[src/sv/tvsg_pkg.sv]
// ----------------------------------------------------------------------------
// Velocity safety gate package
// Shared word types, operation codes, register indexes and sector constants.
// ----------------------------------------------------------------------------
package tvsg_pkg;

  localparam int OP_W        = 4;
  localparam int BEAM_IDX_W  = 7;
  localparam int RANGE_W     = 16;
  localparam int SPEED_W     = 10;
  localparam int VEL_W       = 11;
  localparam int AGE_W       = 8;
  localparam int CFG_IDX_W   = 3;
  localparam int CFG_DATA_W  = 16;

  // Scan geometry.
  localparam int BEAMS       = 128;
  localparam int FRONT_FIRST = 58;
  localparam int FRONT_END   = 70;
  localparam int REAR_HALF   = 6;
  localparam int SCAN_IDX_W  = 11;

  localparam logic [AGE_W-1:0] AGE_MAX = '1;

  typedef enum logic [OP_W-1:0] {
    OP_TICK     = 4'd0,
    OP_FWD      = 4'd1,
    OP_BACK     = 4'd2,
    OP_CW       = 4'd3,
    OP_CCW      = 4'd4,
    OP_STOP     = 4'd5,
    OP_LIN_UP   = 4'd6,
    OP_LIN_DOWN = 4'd7,
    OP_ANG_UP   = 4'd8,
    OP_ANG_DOWN = 4'd9,
    OP_BEAM     = 4'd10
  } op_t;

  typedef enum logic [CFG_IDX_W-1:0] {
    CFG_TIMEOUT_TICKS = 3'd0,
    CFG_MAX_LINEAR    = 3'd1,
    CFG_MAX_ANGULAR   = 3'd2,
    CFG_LINEAR_STEP   = 3'd3,
    CFG_ANGULAR_STEP  = 3'd4,
    CFG_SAFETY_DIST   = 3'd5
  } cfg_idx_t;

  localparam logic [AGE_W-1:0]   RST_TIMEOUT_TICKS = 8'd10;
  localparam logic [SPEED_W-1:0] RST_MAX_LINEAR    = 10'd1000;
  localparam logic [SPEED_W-1:0] RST_MAX_ANGULAR   = 10'd1000;
  localparam logic [SPEED_W-1:0] RST_LINEAR_STEP   = 10'd50;
  localparam logic [SPEED_W-1:0] RST_ANGULAR_STEP  = 10'd50;
  localparam logic [RANGE_W-1:0] RST_SAFETY_DIST   = 16'd500;

  typedef struct packed {
    logic [OP_W-1:0]       op;
    logic [BEAM_IDX_W-1:0] beam_index;
    logic [RANGE_W-1:0]    beam_range_mm;
    logic                  beam_last;
  } in_word_t;

  typedef struct packed {
    logic signed [VEL_W-1:0] linear_cmd;
    logic signed [VEL_W-1:0] angular_cmd;
    logic                    unsafe_stop;
    logic                    timed_out;
  } out_word_t;

  typedef struct packed {
    logic [AGE_W-1:0]   timeout_ticks;
    logic [SPEED_W-1:0] max_linear_speed;
    logic [SPEED_W-1:0] max_angular_speed;
    logic [SPEED_W-1:0] linear_step;
    logic [SPEED_W-1:0] angular_step;
    logic [RANGE_W-1:0] safety_distance_mm;
  } cfg_t;

  function automatic logic [SPEED_W-1:0] speed_up(
    input logic [SPEED_W-1:0] speed,
    input logic [SPEED_W-1:0] step,
    input logic [SPEED_W-1:0] ceiling
  );
    logic [SPEED_W:0] sum;
    sum = {1'b0, speed} + {1'b0, step};
    if (speed < ceiling && sum <= {1'b0, ceiling}) begin
      return sum[SPEED_W-1:0];
    end
    return ceiling;
  endfunction

  function automatic logic [SPEED_W-1:0] speed_down(
    input logic [SPEED_W-1:0] speed,
    input logic [SPEED_W-1:0] step
  );
    if (speed >= step) begin
      return speed - step;
    end
    return '0;
  endfunction

endpackage

[src/sv/teleop_velocity_safety_gate.sv]
// ----------------------------------------------------------------------------
// Teleoperation velocity safety gate
// Operator commands, laser beams and ticks in; gated velocity words out.
// ----------------------------------------------------------------------------
// The block takes one input word every clock cycle while in_stall is low. An
// accepted word sits in the input register, where it updates the speed, velocity,
// command age and scan state; a tick also loads its result word into the output
// register, so a result reaches the out_ port through the input register and
// then the output register. Commands and beams give no result. A tick waits in the
// input register only while the output register holds a word that is being
// stalled, and the input is stalled for as long as it waits; otherwise words
// pass at one per cycle. Configuration writes are taken every cycle
// (cfg_ready is always high) and are meant for idle periods.
module teleop_velocity_safety_gate
  import tvsg_pkg::*;
(
  input  logic                  clk,
  input  logic                  rst_n,
  input  logic                  in_valid,
  output logic                  in_stall,
  input  in_word_t              in_word,
  output logic                  out_valid,
  input  logic                  out_stall,
  output out_word_t             out_word,
  input  logic                  cfg_valid,
  output logic                  cfg_ready,
  input  logic [CFG_IDX_W-1:0]  cfg_index,
  input  logic [CFG_DATA_W-1:0] cfg_data
);

  cfg_t      cfg;
  in_word_t  stage_word_r;
  logic      stage_valid_r, stage_valid_nxt;
  out_word_t out_word_r;
  out_word_t result;
  logic      out_valid_r, out_valid_nxt;
  logic      stage_tick;
  logic      out_free;
  logic      step_en;
  logic      in_take;

  assign cfg_ready = 1'b1;

  tvsg_cfg_regs u_cfg (
    .clk      (clk),
    .rst_n    (rst_n),
    .wr_en    (cfg_valid && cfg_ready),
    .wr_index (cfg_index),
    .wr_data  (cfg_data),
    .cfg      (cfg)
  );

  assign stage_tick = stage_word_r.op == OP_TICK;
  assign out_free   = !out_valid_r || !out_stall;
  assign step_en    = stage_valid_r && (!stage_tick || out_free);
  assign in_stall   = stage_valid_r && !step_en;
  assign in_take    = in_valid && !in_stall;

  tvsg_state u_state (
    .clk     (clk),
    .rst_n   (rst_n),
    .step_en (step_en),
    .word    (stage_word_r),
    .cfg     (cfg),
    .result  (result)
  );

  always_comb begin
    stage_valid_nxt = in_take || (stage_valid_r && !step_en);
    if (step_en && stage_tick) begin
      out_valid_nxt = 1'b1;
    end else begin
      out_valid_nxt = out_valid_r && out_stall;
    end
  end

  always_ff @(posedge clk) begin
    if (!rst_n) begin
      stage_valid_r <= 1'b0;
      out_valid_r   <= 1'b0;
    end else begin
      stage_valid_r <= stage_valid_nxt;
      out_valid_r   <= out_valid_nxt;
    end
  end

  always_ff @(posedge clk) begin
    if (in_take) begin
      stage_word_r <= in_word;
    end
    if (step_en && stage_tick) begin
      out_word_r <= result;
    end
  end

  assign out_valid = out_valid_r;
  assign out_word  = out_word_r;

  a_held_result: assert property (@(posedge clk) disable iff (!rst_n)
    out_valid_r && out_stall |=> out_valid_r && $stable(out_word_r))
    else $error("stalled result word was lost or changed");

  a_flags_exclusive: assert property (@(posedge clk) disable iff (!rst_n)
    out_valid_r |-> !(out_word_r.timed_out && out_word_r.unsafe_stop))
    else $error("timeout and unsafe stop flagged together");

  a_stage_held: assert property (@(posedge clk) disable iff (!rst_n)
    stage_valid_r && !step_en |=> stage_valid_r && $stable(stage_word_r))
    else $error("waiting input word was dropped");

endmodule

[src/sv/tvsg_cfg_regs.sv]
// ----------------------------------------------------------------------------
// Velocity safety gate configuration registers
// Holds the six tuning registers; writes to unknown indexes are dropped.
// ----------------------------------------------------------------------------
module tvsg_cfg_regs
  import tvsg_pkg::*;
(
  input  logic                  clk,
  input  logic                  rst_n,
  input  logic                  wr_en,
  input  logic [CFG_IDX_W-1:0]  wr_index,
  input  logic [CFG_DATA_W-1:0] wr_data,
  output cfg_t                  cfg
);

  cfg_t cfg_r;
  cfg_t cfg_nxt;

  always_comb begin
    cfg_nxt = cfg_r;
    if (wr_en) begin
      unique case (wr_index)
        CFG_TIMEOUT_TICKS: cfg_nxt.timeout_ticks      = wr_data[AGE_W-1:0];
        CFG_MAX_LINEAR:    cfg_nxt.max_linear_speed   = wr_data[SPEED_W-1:0];
        CFG_MAX_ANGULAR:   cfg_nxt.max_angular_speed  = wr_data[SPEED_W-1:0];
        CFG_LINEAR_STEP:   cfg_nxt.linear_step        = wr_data[SPEED_W-1:0];
        CFG_ANGULAR_STEP:  cfg_nxt.angular_step       = wr_data[SPEED_W-1:0];
        CFG_SAFETY_DIST:   cfg_nxt.safety_distance_mm = wr_data[RANGE_W-1:0];
        default:           cfg_nxt = cfg_r;
      endcase
    end
  end

  always_ff @(posedge clk) begin
    if (!rst_n) begin
      cfg_r.timeout_ticks      <= RST_TIMEOUT_TICKS;
      cfg_r.max_linear_speed   <= RST_MAX_LINEAR;
      cfg_r.max_angular_speed  <= RST_MAX_ANGULAR;
      cfg_r.linear_step        <= RST_LINEAR_STEP;
      cfg_r.angular_step       <= RST_ANGULAR_STEP;
      cfg_r.safety_distance_mm <= RST_SAFETY_DIST;
    end else begin
      cfg_r <= cfg_nxt;
    end
  end

  assign cfg = cfg_r;

endmodule

[src/sv/tvsg_state.sv]
// ----------------------------------------------------------------------------
// Velocity safety gate state update
// Speeds, velocities, command age and scan flags, updated by one word a cycle while step_en is high.
// ----------------------------------------------------------------------------
module tvsg_state
  import tvsg_pkg::*;
(
  input  logic      clk,
  input  logic      rst_n,
  input  logic      step_en,
  input  in_word_t  word,
  input  cfg_t      cfg,
  output out_word_t result
);

  logic [SPEED_W-1:0]      lin_speed_r, lin_speed_nxt;
  logic [SPEED_W-1:0]      ang_speed_r, ang_speed_nxt;
  logic signed [VEL_W-1:0] lin_vel_r, lin_vel_nxt;
  logic signed [VEL_W-1:0] ang_vel_r, ang_vel_nxt;
  logic [AGE_W-1:0]        age_r, age_nxt;
  logic                    front_pend_r, front_pend_nxt;
  logic                    rear_pend_r, rear_pend_nxt;
  logic                    front_blk_r, front_blk_nxt;
  logic                    rear_blk_r, rear_blk_nxt;
  logic                    scan_seen_r, scan_seen_nxt;

  logic [SCAN_IDX_W-1:0] idx;
  logic                  hit;
  logic                  in_front;
  logic                  in_rear;
  logic                  timeout;
  logic                  unsafe;

  assign idx      = {{(SCAN_IDX_W-BEAM_IDX_W){1'b0}}, word.beam_index};
  assign hit      = (idx < SCAN_IDX_W'(BEAMS)) && (word.beam_range_mm < cfg.safety_distance_mm);
  assign in_front = (idx >= SCAN_IDX_W'(FRONT_FIRST)) && (idx < SCAN_IDX_W'(FRONT_END));
  assign in_rear  = (idx < SCAN_IDX_W'(REAR_HALF)) ||
                    ((idx + SCAN_IDX_W'(REAR_HALF)) >= SCAN_IDX_W'(BEAMS));

  assign timeout  = age_r > cfg.timeout_ticks;

  always_comb begin
    priority if (!scan_seen_r) begin
      unsafe = 1'b1;
    end else if (!lin_vel_r[VEL_W-1]) begin
      unsafe = front_blk_r;
    end else begin
      unsafe = rear_blk_r;
    end
  end

  always_comb begin
    lin_speed_nxt  = lin_speed_r;
    ang_speed_nxt  = ang_speed_r;
    lin_vel_nxt    = lin_vel_r;
    ang_vel_nxt    = ang_vel_r;
    age_nxt        = age_r;
    front_pend_nxt = front_pend_r;
    rear_pend_nxt  = rear_pend_r;
    front_blk_nxt  = front_blk_r;
    rear_blk_nxt   = rear_blk_r;
    scan_seen_nxt  = scan_seen_r;
    result.linear_cmd  = lin_vel_r;
    result.angular_cmd = ang_vel_r;
    result.unsafe_stop = 1'b0;
    result.timed_out   = 1'b0;

    unique case (word.op)
      OP_TICK: begin
        if (timeout) begin
          lin_vel_nxt      = '0;
          ang_vel_nxt      = '0;
          result.timed_out = 1'b1;
        end else begin
          result.unsafe_stop = unsafe;
          if (unsafe) begin
            lin_vel_nxt = '0;
          end
        end
        if (age_r != AGE_MAX) begin
          age_nxt = age_r + 1'b1;
        end
        result.linear_cmd  = lin_vel_nxt;
        result.angular_cmd = ang_vel_nxt;
      end
      OP_FWD: begin
        lin_vel_nxt = $signed({1'b0, lin_speed_r});
        ang_vel_nxt = '0;
        age_nxt     = '0;
      end
      OP_BACK: begin
        lin_vel_nxt = -$signed({1'b0, lin_speed_r});
        ang_vel_nxt = '0;
        age_nxt     = '0;
      end
      OP_CW: begin
        ang_vel_nxt = $signed({1'b0, ang_speed_r});
        lin_vel_nxt = '0;
        age_nxt     = '0;
      end
      OP_CCW: begin
        ang_vel_nxt = -$signed({1'b0, ang_speed_r});
        lin_vel_nxt = '0;
        age_nxt     = '0;
      end
      OP_STOP: begin
        lin_speed_nxt = '0;
        ang_speed_nxt = '0;
        lin_vel_nxt   = '0;
        ang_vel_nxt   = '0;
        age_nxt       = '0;
      end
      OP_LIN_UP: begin
        lin_speed_nxt = speed_up(lin_speed_r, cfg.linear_step, cfg.max_linear_speed);
        age_nxt       = '0;
      end
      OP_LIN_DOWN: begin
        lin_speed_nxt = speed_down(lin_speed_r, cfg.linear_step);
        age_nxt       = '0;
      end
      OP_ANG_UP: begin
        ang_speed_nxt = speed_up(ang_speed_r, cfg.angular_step, cfg.max_angular_speed);
        age_nxt       = '0;
      end
      OP_ANG_DOWN: begin
        ang_speed_nxt = speed_down(ang_speed_r, cfg.angular_step);
        age_nxt       = '0;
      end
      OP_BEAM: begin
        if (hit && in_front) begin
          front_pend_nxt = 1'b1;
        end
        if (hit && in_rear) begin
          rear_pend_nxt = 1'b1;
        end
        if (word.beam_last) begin
          front_blk_nxt  = front_pend_nxt;
          rear_blk_nxt   = rear_pend_nxt;
          front_pend_nxt = 1'b0;
          rear_pend_nxt  = 1'b0;
          scan_seen_nxt  = 1'b1;
        end
      end
      default: begin
      end
    endcase
  end

  always_ff @(posedge clk) begin
    if (!rst_n) begin
      lin_speed_r  <= '0;
      ang_speed_r  <= '0;
      lin_vel_r    <= '0;
      ang_vel_r    <= '0;
      age_r        <= AGE_MAX;
      front_pend_r <= 1'b0;
      rear_pend_r  <= 1'b0;
      front_blk_r  <= 1'b0;
      rear_blk_r   <= 1'b0;
      scan_seen_r  <= 1'b0;
    end else if (step_en) begin
      lin_speed_r  <= lin_speed_nxt;
      ang_speed_r  <= ang_speed_nxt;
      lin_vel_r    <= lin_vel_nxt;
      ang_vel_r    <= ang_vel_nxt;
      age_r        <= age_nxt;
      front_pend_r <= front_pend_nxt;
      rear_pend_r  <= rear_pend_nxt;
      front_blk_r  <= front_blk_nxt;
      rear_blk_r   <= rear_blk_nxt;
      scan_seen_r  <= scan_seen_nxt;
    end
  end

  a_stop_clears: assert property (@(posedge clk) disable iff (!rst_n)
    step_en && word.op == OP_STOP |=>
      lin_speed_r == '0 && ang_speed_r == '0 && lin_vel_r == '0 && ang_vel_r == '0)
    else $error("stop did not clear speeds and velocities");

  a_timeout_zero: assert property (@(posedge clk) disable iff (!rst_n)
    step_en && word.op == OP_TICK && timeout |->
      result.linear_cmd == '0 && result.angular_cmd == '0 && !result.unsafe_stop)
    else $error("timed out tick gave a non-zero velocity");

  a_scan_latch: assert property (@(posedge clk) disable iff (!rst_n)
    step_en && word.op == OP_BEAM && word.beam_last |=>
      scan_seen_r && !front_pend_r && !rear_pend_r)
    else $error("last beam did not latch the scan");

  a_age_cleared: assert property (@(posedge clk) disable iff (!rst_n)
    step_en && (word.op == OP_FWD || word.op == OP_LIN_UP || word.op == OP_ANG_DOWN) |=>
      age_r == '0)
    else $error("command did not restart the command age");

endmodule

[config.mk]
export PLATFORM = sky130hd
export DESIGN_NAME = teleop_velocity_safety_gate
export DESIGN_NICKNAME = d
export VERILOG_FILES = /design/src/sv/tvsg_pkg.sv /design/src/sv/teleop_velocity_safety_gate.sv /design/src/sv/tvsg_cfg_regs.sv /design/src/sv/tvsg_state.sv
export SDC_FILE = /design/constraint.sdc
export NUM_CORES = 1
export LEC_CHECK = 0
export BUFFER_PORTS_ARGS = -buffer_cell sky130_fd_sc_hd__buf_2
export CELL_PAD_IN_SITES_DETAIL_PLACEMENT = 0
export CELL_PAD_IN_SITES_GLOBAL_PLACEMENT = 1
export CORE_UTILIZATION = 42
export DETAILED_ROUTE_END_ITERATION = 6
export PLACE_DENSITY = 0.89
export SLEW_MARGIN = 10
export SYNTH_ARGS = -nofsm -noshare
export SYNTH_HDL_FRONTEND = slang
export SYNTH_SLANG_ARGS = --single-unit
[constraint.sdc]
create_clock -name clk -period 3.5 [get_ports clk]
set_input_delay 0.875 -clock clk [delete_from_list [all_inputs] [get_ports clk]]
set_output_delay 0.875 -clock clk [all_outputs]
set_load 0.03 [all_outputs]
# == After elaboration in Yosys (flattened, before gate mapping) ==
# Cells that the tools add are included.
# W data, S select, Z words.
# op_classes
mux,35
n_addsub,8
n_reduce_logical,44
bitwise_logic,1
n_eq_ne,17
n_lt_le_gt_ge,13
# op_table
op,n
$pmux W11 S4,2
$mux W10,8
$pmux W10 S3,2
$mux W11,3
$mux W24,1
$add A10 B10 Y11,2
$le A11 B10 Y1,2
$neg A10 Y11,2
$reduce_and A2 Y1,11
$ge A10 B10 Y1,2
$lt A10 B10 Y1,2
$sub A10 B10 Y10,2
$mux W1,17
$eq A4 B3 Y1 const B,4
$lt A16 B16 Y1,1
$pmux W8 S2,1
$eq A4 B4 Y1 const B,3
$ge A11 B8 Y1 const B,1
$logic_and A1 B1 Y1,11
$reduce_or A9 Y1,1
$add A7 B3 Y8 const B,1
$add A8 B1 Y8 const B,1
$eq A4 B2 Y1 const B,2
$gt A8 B8 Y1,1
other kinds (22),35
# word_totals
inputBits,52
regBits,173
word_cells,144
out_inout_bits,27

# == Longest topological paths before layout ==
# logic_depth
ltp_word,9
mapped_depth,19
ltp_nobuf,17

# == By module ==
# Synthesis repeated with hierarchy kept, for this count alone.
# unflattened
cells_unflattened,1241
hier_area_um2,11157.0
# modules_own_cells
mod,seq_area_each_um2,area_per_inst_um2,cells_each,n_inst
tvsg_state,1101.1,6885.4,922,1
tvsg_cfg_regs,1281.2,2553.7,249,1
teleop_velocity_safety_gate,1601.5,1717.9,70,1

# == Worst setup path after synthesis ==
# Ideal clock, no wire load.
# synth_timing
path_type,reg2reg
start,register u_state.lin_speed_r[1]
end,register u_state.lin_speed_r[7]
setup_ns,0.117
required_ns,3.383
path_stages_with_launch,18
arrival_time_ns,3.718
period_less_slack_ns,3.835
slack_ns,-0.335
path_buffers,1
cell_sequence,dfxtp_1 inv_1 fa_1 o21bai_1 a2111oi_2 o21bai_1 a21o_1 xnor2_1 ha_1 and3_1 and4_1 a221oi_1 o21ai_1 a211oi_4 buf_6 mux2_1 a21oi_1 nor2_1
# synth_via
elab_chain_len,7
word_cells_on_any_way,15
classes_between,2 x add/sub; 3 x order compare; 9 x mux; 1 x reduce/logical
# synth_lines
item,line,source
start: declaration,tvsg_state.sv:16,"logic [SPEED_W-1:0] lin_speed_r, lin_speed_nxt;"
start signal: assignment,tvsg_state.sv:162,lin_speed_r <= lin_speed_nxt;
$add A10 B10 Y11,tvsg_pkg.sv:84,"sum = {1'b0, speed} + {1'b0, step};"
$le A11 B10 Y1,tvsg_pkg.sv:85,"if (speed < ceiling && sum <= {1'b0, ceiling}) begin"
$logic_and A1 B1 Y1,tvsg_pkg.sv:85,
$mux W1,tvsg_pkg.sv:85,
$mux W1,tvsg_state.sv:68,unique case (word.op)
$mux W10,tvsg_pkg.sv:88,return ceiling;
$pmux W10 S3 *,tvsg_state.sv:68,
# Every way passes the cells marked *; elsewhere a longest branch is shown, timed or not. The select of a mux whose other input is x is not followed.
# A chain may end at the register's enable or synchronous reset.

# == Final worst setup path ==
# layout_timing
start,register u_state.lin_speed_r[0]
end,register u_state.lin_speed_r[6]
# Same word-level chain as after synthesis.

==> results.sh <==
export IMPL_status="finished with violations"
export IMPL_violations="negative setup slack"
export IMPL_crit_path_start="u_state.lin_speed_r[0]$_SDFFE_PN0P_"
export IMPL_syn_to_final_growth_pct=24.6
export IMPL_clkTransAtPathRegs_ns=0.08
export IMPL_clock_latency_ns=0.44
export IMPL_finalSetupTns_ns=-4.57
export IMPL_ys_ff_latch=172
export IMPL_synth_area_leaders="dfxtp_1 24%, edfxtp_1 15%, ha_1 13%, nand2_1 6.0%, a21oi_1 4.9%"
export IMPL_hpwl_um=20900
export IMPL_fin_nets=1496
export IMPL_vias=9249
export IMPL_coreArea_um2=23700
export IMPL_cts_hold_buf=0
export IMPL_num_rows=56
export IMPL_routabilityCongestion=0.921
export IMPL_r2r_setup_slack_ns=-0.38
export IMPL_yosysSeqAreaShare=0.386
export IMPL_reg2reg_to="u_state.lin_speed_r[6]$_SDFFE_PN0P_"
export IMPL_setup_ws_ns=-0.378
export IMPL_synth_edf_count=51
export IMPL_io_buffers=76
export IMPL_reg2reg_from="u_state.lin_speed_r[0]$_SDFFE_PN0P_"
export IMPL_dieArea_um2=25000
export IMPL_reg2reg_depth=18
export IMPL_final_util=0.539
export IMPL_drt_antenna_violating_nets=0
export IMPL_grt_overflow_total=0
export IMPL_cp_start_kind="flop"
export IMPL_syn_avg_cell_area_um2=8.76
export IMPL_root_buffer="clkbuf_16"
export IMPL_avgViaCountPerCell=5.54
export IMPL_die_h_um=158
export IMPL_synth_fp_nets=1330
export IMPL_synth_area_um2=10200
export IMPL_cts_sinks=172
export IMPL_routedWlPerCell_um=17.2
export IMPL_vdd_drop_max_uv=298
export IMPL_nFillCells=2161
export IMPL_worst_pin_slew_ns=1.03
export IMPL_ys_flop_type="dfxtp_1"
export IMPL_cp_end_kind="flop"
export IMPL_chipWidth_um=158
export IMPL_n_antenna_cell=0
export IMPL_drive_above_1_share=0.231
export IMPL_maxCapViolCount=0
export IMPL_total_power_mw=4.84
export IMPL_drc_errors=0
export IMPL_htree_levels=4
export IMPL_synthMostInstantiatedCell="nand2_1"
export IMPL_max_slew_margin_rel=0.306
export IMPL_crit_end="u_state.lin_speed_r[6]$_SDFFE_PN0P_"
export IMPL_p_per_area_nw_per_um2=379
export IMPL_synth_top_area_cell="dfxtp_1"
export IMPL_antenna_found_initial=0
export IMPL_clock_path_buffers=2
export IMPL_cp_required_ns=3.79
export IMPL_yosysUniqueCellTypes=75
export IMPL_grt_pass1_wl_um=44600
export IMPL_crit_fanout=5
export IMPL_num_io_pins=79
export IMPL_synthCells=1170
export IMPL_p_leak_nw=5.48
export IMPL_fin_skew_ns=0.0108
export IMPL_synth_commonest_cells="163 x nand2_1, 121 x dfxtp_1, 104 x ha_1"
export IMPL_async_flop_share=0
export IMPL_yosys_warnings=0
export IMPL_drt_iter0_markers=725
export IMPL_dr_pass1_iters=6
export IMPL_grt_pass1_vias=8664
export IMPL_finalHoldViolations=0
export IMPL_period_share=1.11
export IMPL_wl_um=28600
export IMPL_hp_class="reg2reg"
export IMPL_grt_usage=0.233
export IMPL_cp_data_arrival_time_ns=4.17
export IMPL_start_util=0.433
export IMPL_fmax_mhz=258
export IMPL_maxSlewViolCount=0
export IMPL_grt_max_degree=53
export IMPL_report_final_setup_viol=19
export IMPL_rsz0062_at_grt="yes"
export IMPL_cts_tree="done"
export IMPL_worstSetupPathType="reg2reg"
export IMPL_yosysTopAreaCellShare=0.236
export IMPL_layout_min_cycle_time_ns=3.88
export IMPL_fin_hold_ws_ns=0.457
export IMPL_numCtsBuffers=17
-- where the power goes --
| part | switching (mW) | internal, mW | total [mW] |
|---|---|---|---|
| Clock | 0.941 | 1.04 | 1.98 |
| Combinational | 0.400 | 0.294 | 0.694 |
| Sequential | 0.0548 | 2.11 | 2.17 |
| Total | 1.40 | 3.45 | 4.84 |
-- state kept, by name (all words and copies together), names as in the netlist --
| name | cells |
|---|---|
| u_state.lin_speed_r | 10 |
| u_state.rear_pend_r | 1 |
| u_state.front_blk_r | 1 |
| out_word | 24 |
| u_state.scan_seen_r | 1 |
| u_state.rear_blk_r | 1 |
| u_state.age_r | 8 |
| u_state.ang_speed_r | 10 |
| out_valid | 1 |
| u_state.lin_vel_r | 11 |
| stage_valid_r | 1 |
| stage_word_r | 27 |
| u_state.front_pend_r | 1 |
| u_state.ang_vel_r | 11 |
| u_cfg.cfg | 64 |
-- cells in the final DEF (no fill, tap or decap), drive strengths merged, types with 13 or more instances in the layout --
| cell | n |
|---|---|
| a21o | 21 |
| a21oi | 101 |
| and2 | 23 |
| buf | 193 |
| clkbuf | 17 |
| dfxtp | 121 |
| edfxtp | 51 |
| ha | 104 |
| inv | 93 |
| nand2 | 163 |
| nand2b | 13 |
| nand3 | 18 |
| nand4 | 13 |
| nor2 | 65 |
| nor2b | 23 |
| nor3 | 25 |
| o211ai | 35 |
| o21ai | 75 |
| xnor2 | 24 |
| xor2 | 15 |
-- per-layer routing --
metal	GRT usage	vias up	part of all wire	wire length, µm
met5	0	-	0	0
met3	0.0424	45	0.050	1420
met2	0.389	277	0.48	13600
met4	0.0815	0	0.026	735
li1	-	4496	-	-
met1	0.301	4431	0.45	12800
-- cell type report --
type	instances	area [µm²]	area share
clock inverters	15	200	0.0157
multi-input cells	865	6140	0.481
inverters	87	329	0.0258
clock buffers	17	425	0.0333
repair buffers	193	1300	0.102
well taps	319	399	0.0313
flip-flops and latches	172	3970	0.311
-- critical path, stage by stage (launching register included) --
cell,delay [ns]
dfxtp_4,0.38
ha_4,0.14
inv_2,0.04
fa_2,0.40
o21bai_4,0.19
a2111oi_4,0.10
o21bai_1,0.25
a21o_1,0.23
xnor2_2,0.13
ha_1,0.26
and3_4,0.16
and4_4,0.15
a221oi_2,0.27
o21ai_2,0.11
a211oi_4,0.20
buf_6,0.17
mux2_4,0.31
a22oi_2,0.16
a21oi_1,0.08
-- logic make-up after synthesis --
group           count (synthesis)  synth area share
simple gates                  381             0.177
mux                            13            0.0138
compound gates                323             0.202
buf+inv                       133            0.0525
fa+ha+maj                     108             0.135
xor+xnor                       39            0.0333
other cells                     1          0.000366
flops                         172             0.386
-- metrics by stage --
stage | setup slack [ns] | std cells | area [µm²]
floorplan | -0.164 | 1170 | 10300
global placement | -0.405 | 1619 | 11600
detailed placement | -0.449 | 1619 | 11600
CTS | -0.385 | 1661 | 12500
global route | -0.503 | 1668 | 12800
finish | -0.378 | 1668 | 12800
-- worst min path at each step --
stage                     slack [ns]                         startpoint  depth (start not counted)                           endpoint
after CTS                       0.46         u_cfg.cfg[11]$_SDFFE_PN0P_                          2         u_cfg.cfg[11]$_SDFFE_PN0P_
after floorplan                 0.42  u_state.ang_vel_r[1]$_SDFFE_PN0P_                          1  u_state.ang_vel_r[1]$_SDFFE_PN0P_
after global placement          0.44  u_state.ang_vel_r[2]$_SDFFE_PN0P_                          1  u_state.ang_vel_r[2]$_SDFFE_PN0P_
after detailed placement        0.44  u_state.ang_vel_r[1]$_SDFFE_PN0P_                          1  u_state.ang_vel_r[1]$_SDFFE_PN0P_
final                           0.46  u_state.ang_vel_r[1]$_SDFFE_PN0P_                          1  u_state.ang_vel_r[1]$_SDFFE_PN0P_
after global routing            0.48         u_cfg.cfg[14]$_SDFFE_PN0P_                          2         u_cfg.cfg[14]$_SDFFE_PN0P_
-- what timing repair did --
item                       in CTS  in global routing
setup endpoints to repair      20                 20
pin swaps                      44                 34
buffers inserted               10                  7
resized for setup              43                 35
Note: power is estimated with default switching activity, not from simulation.
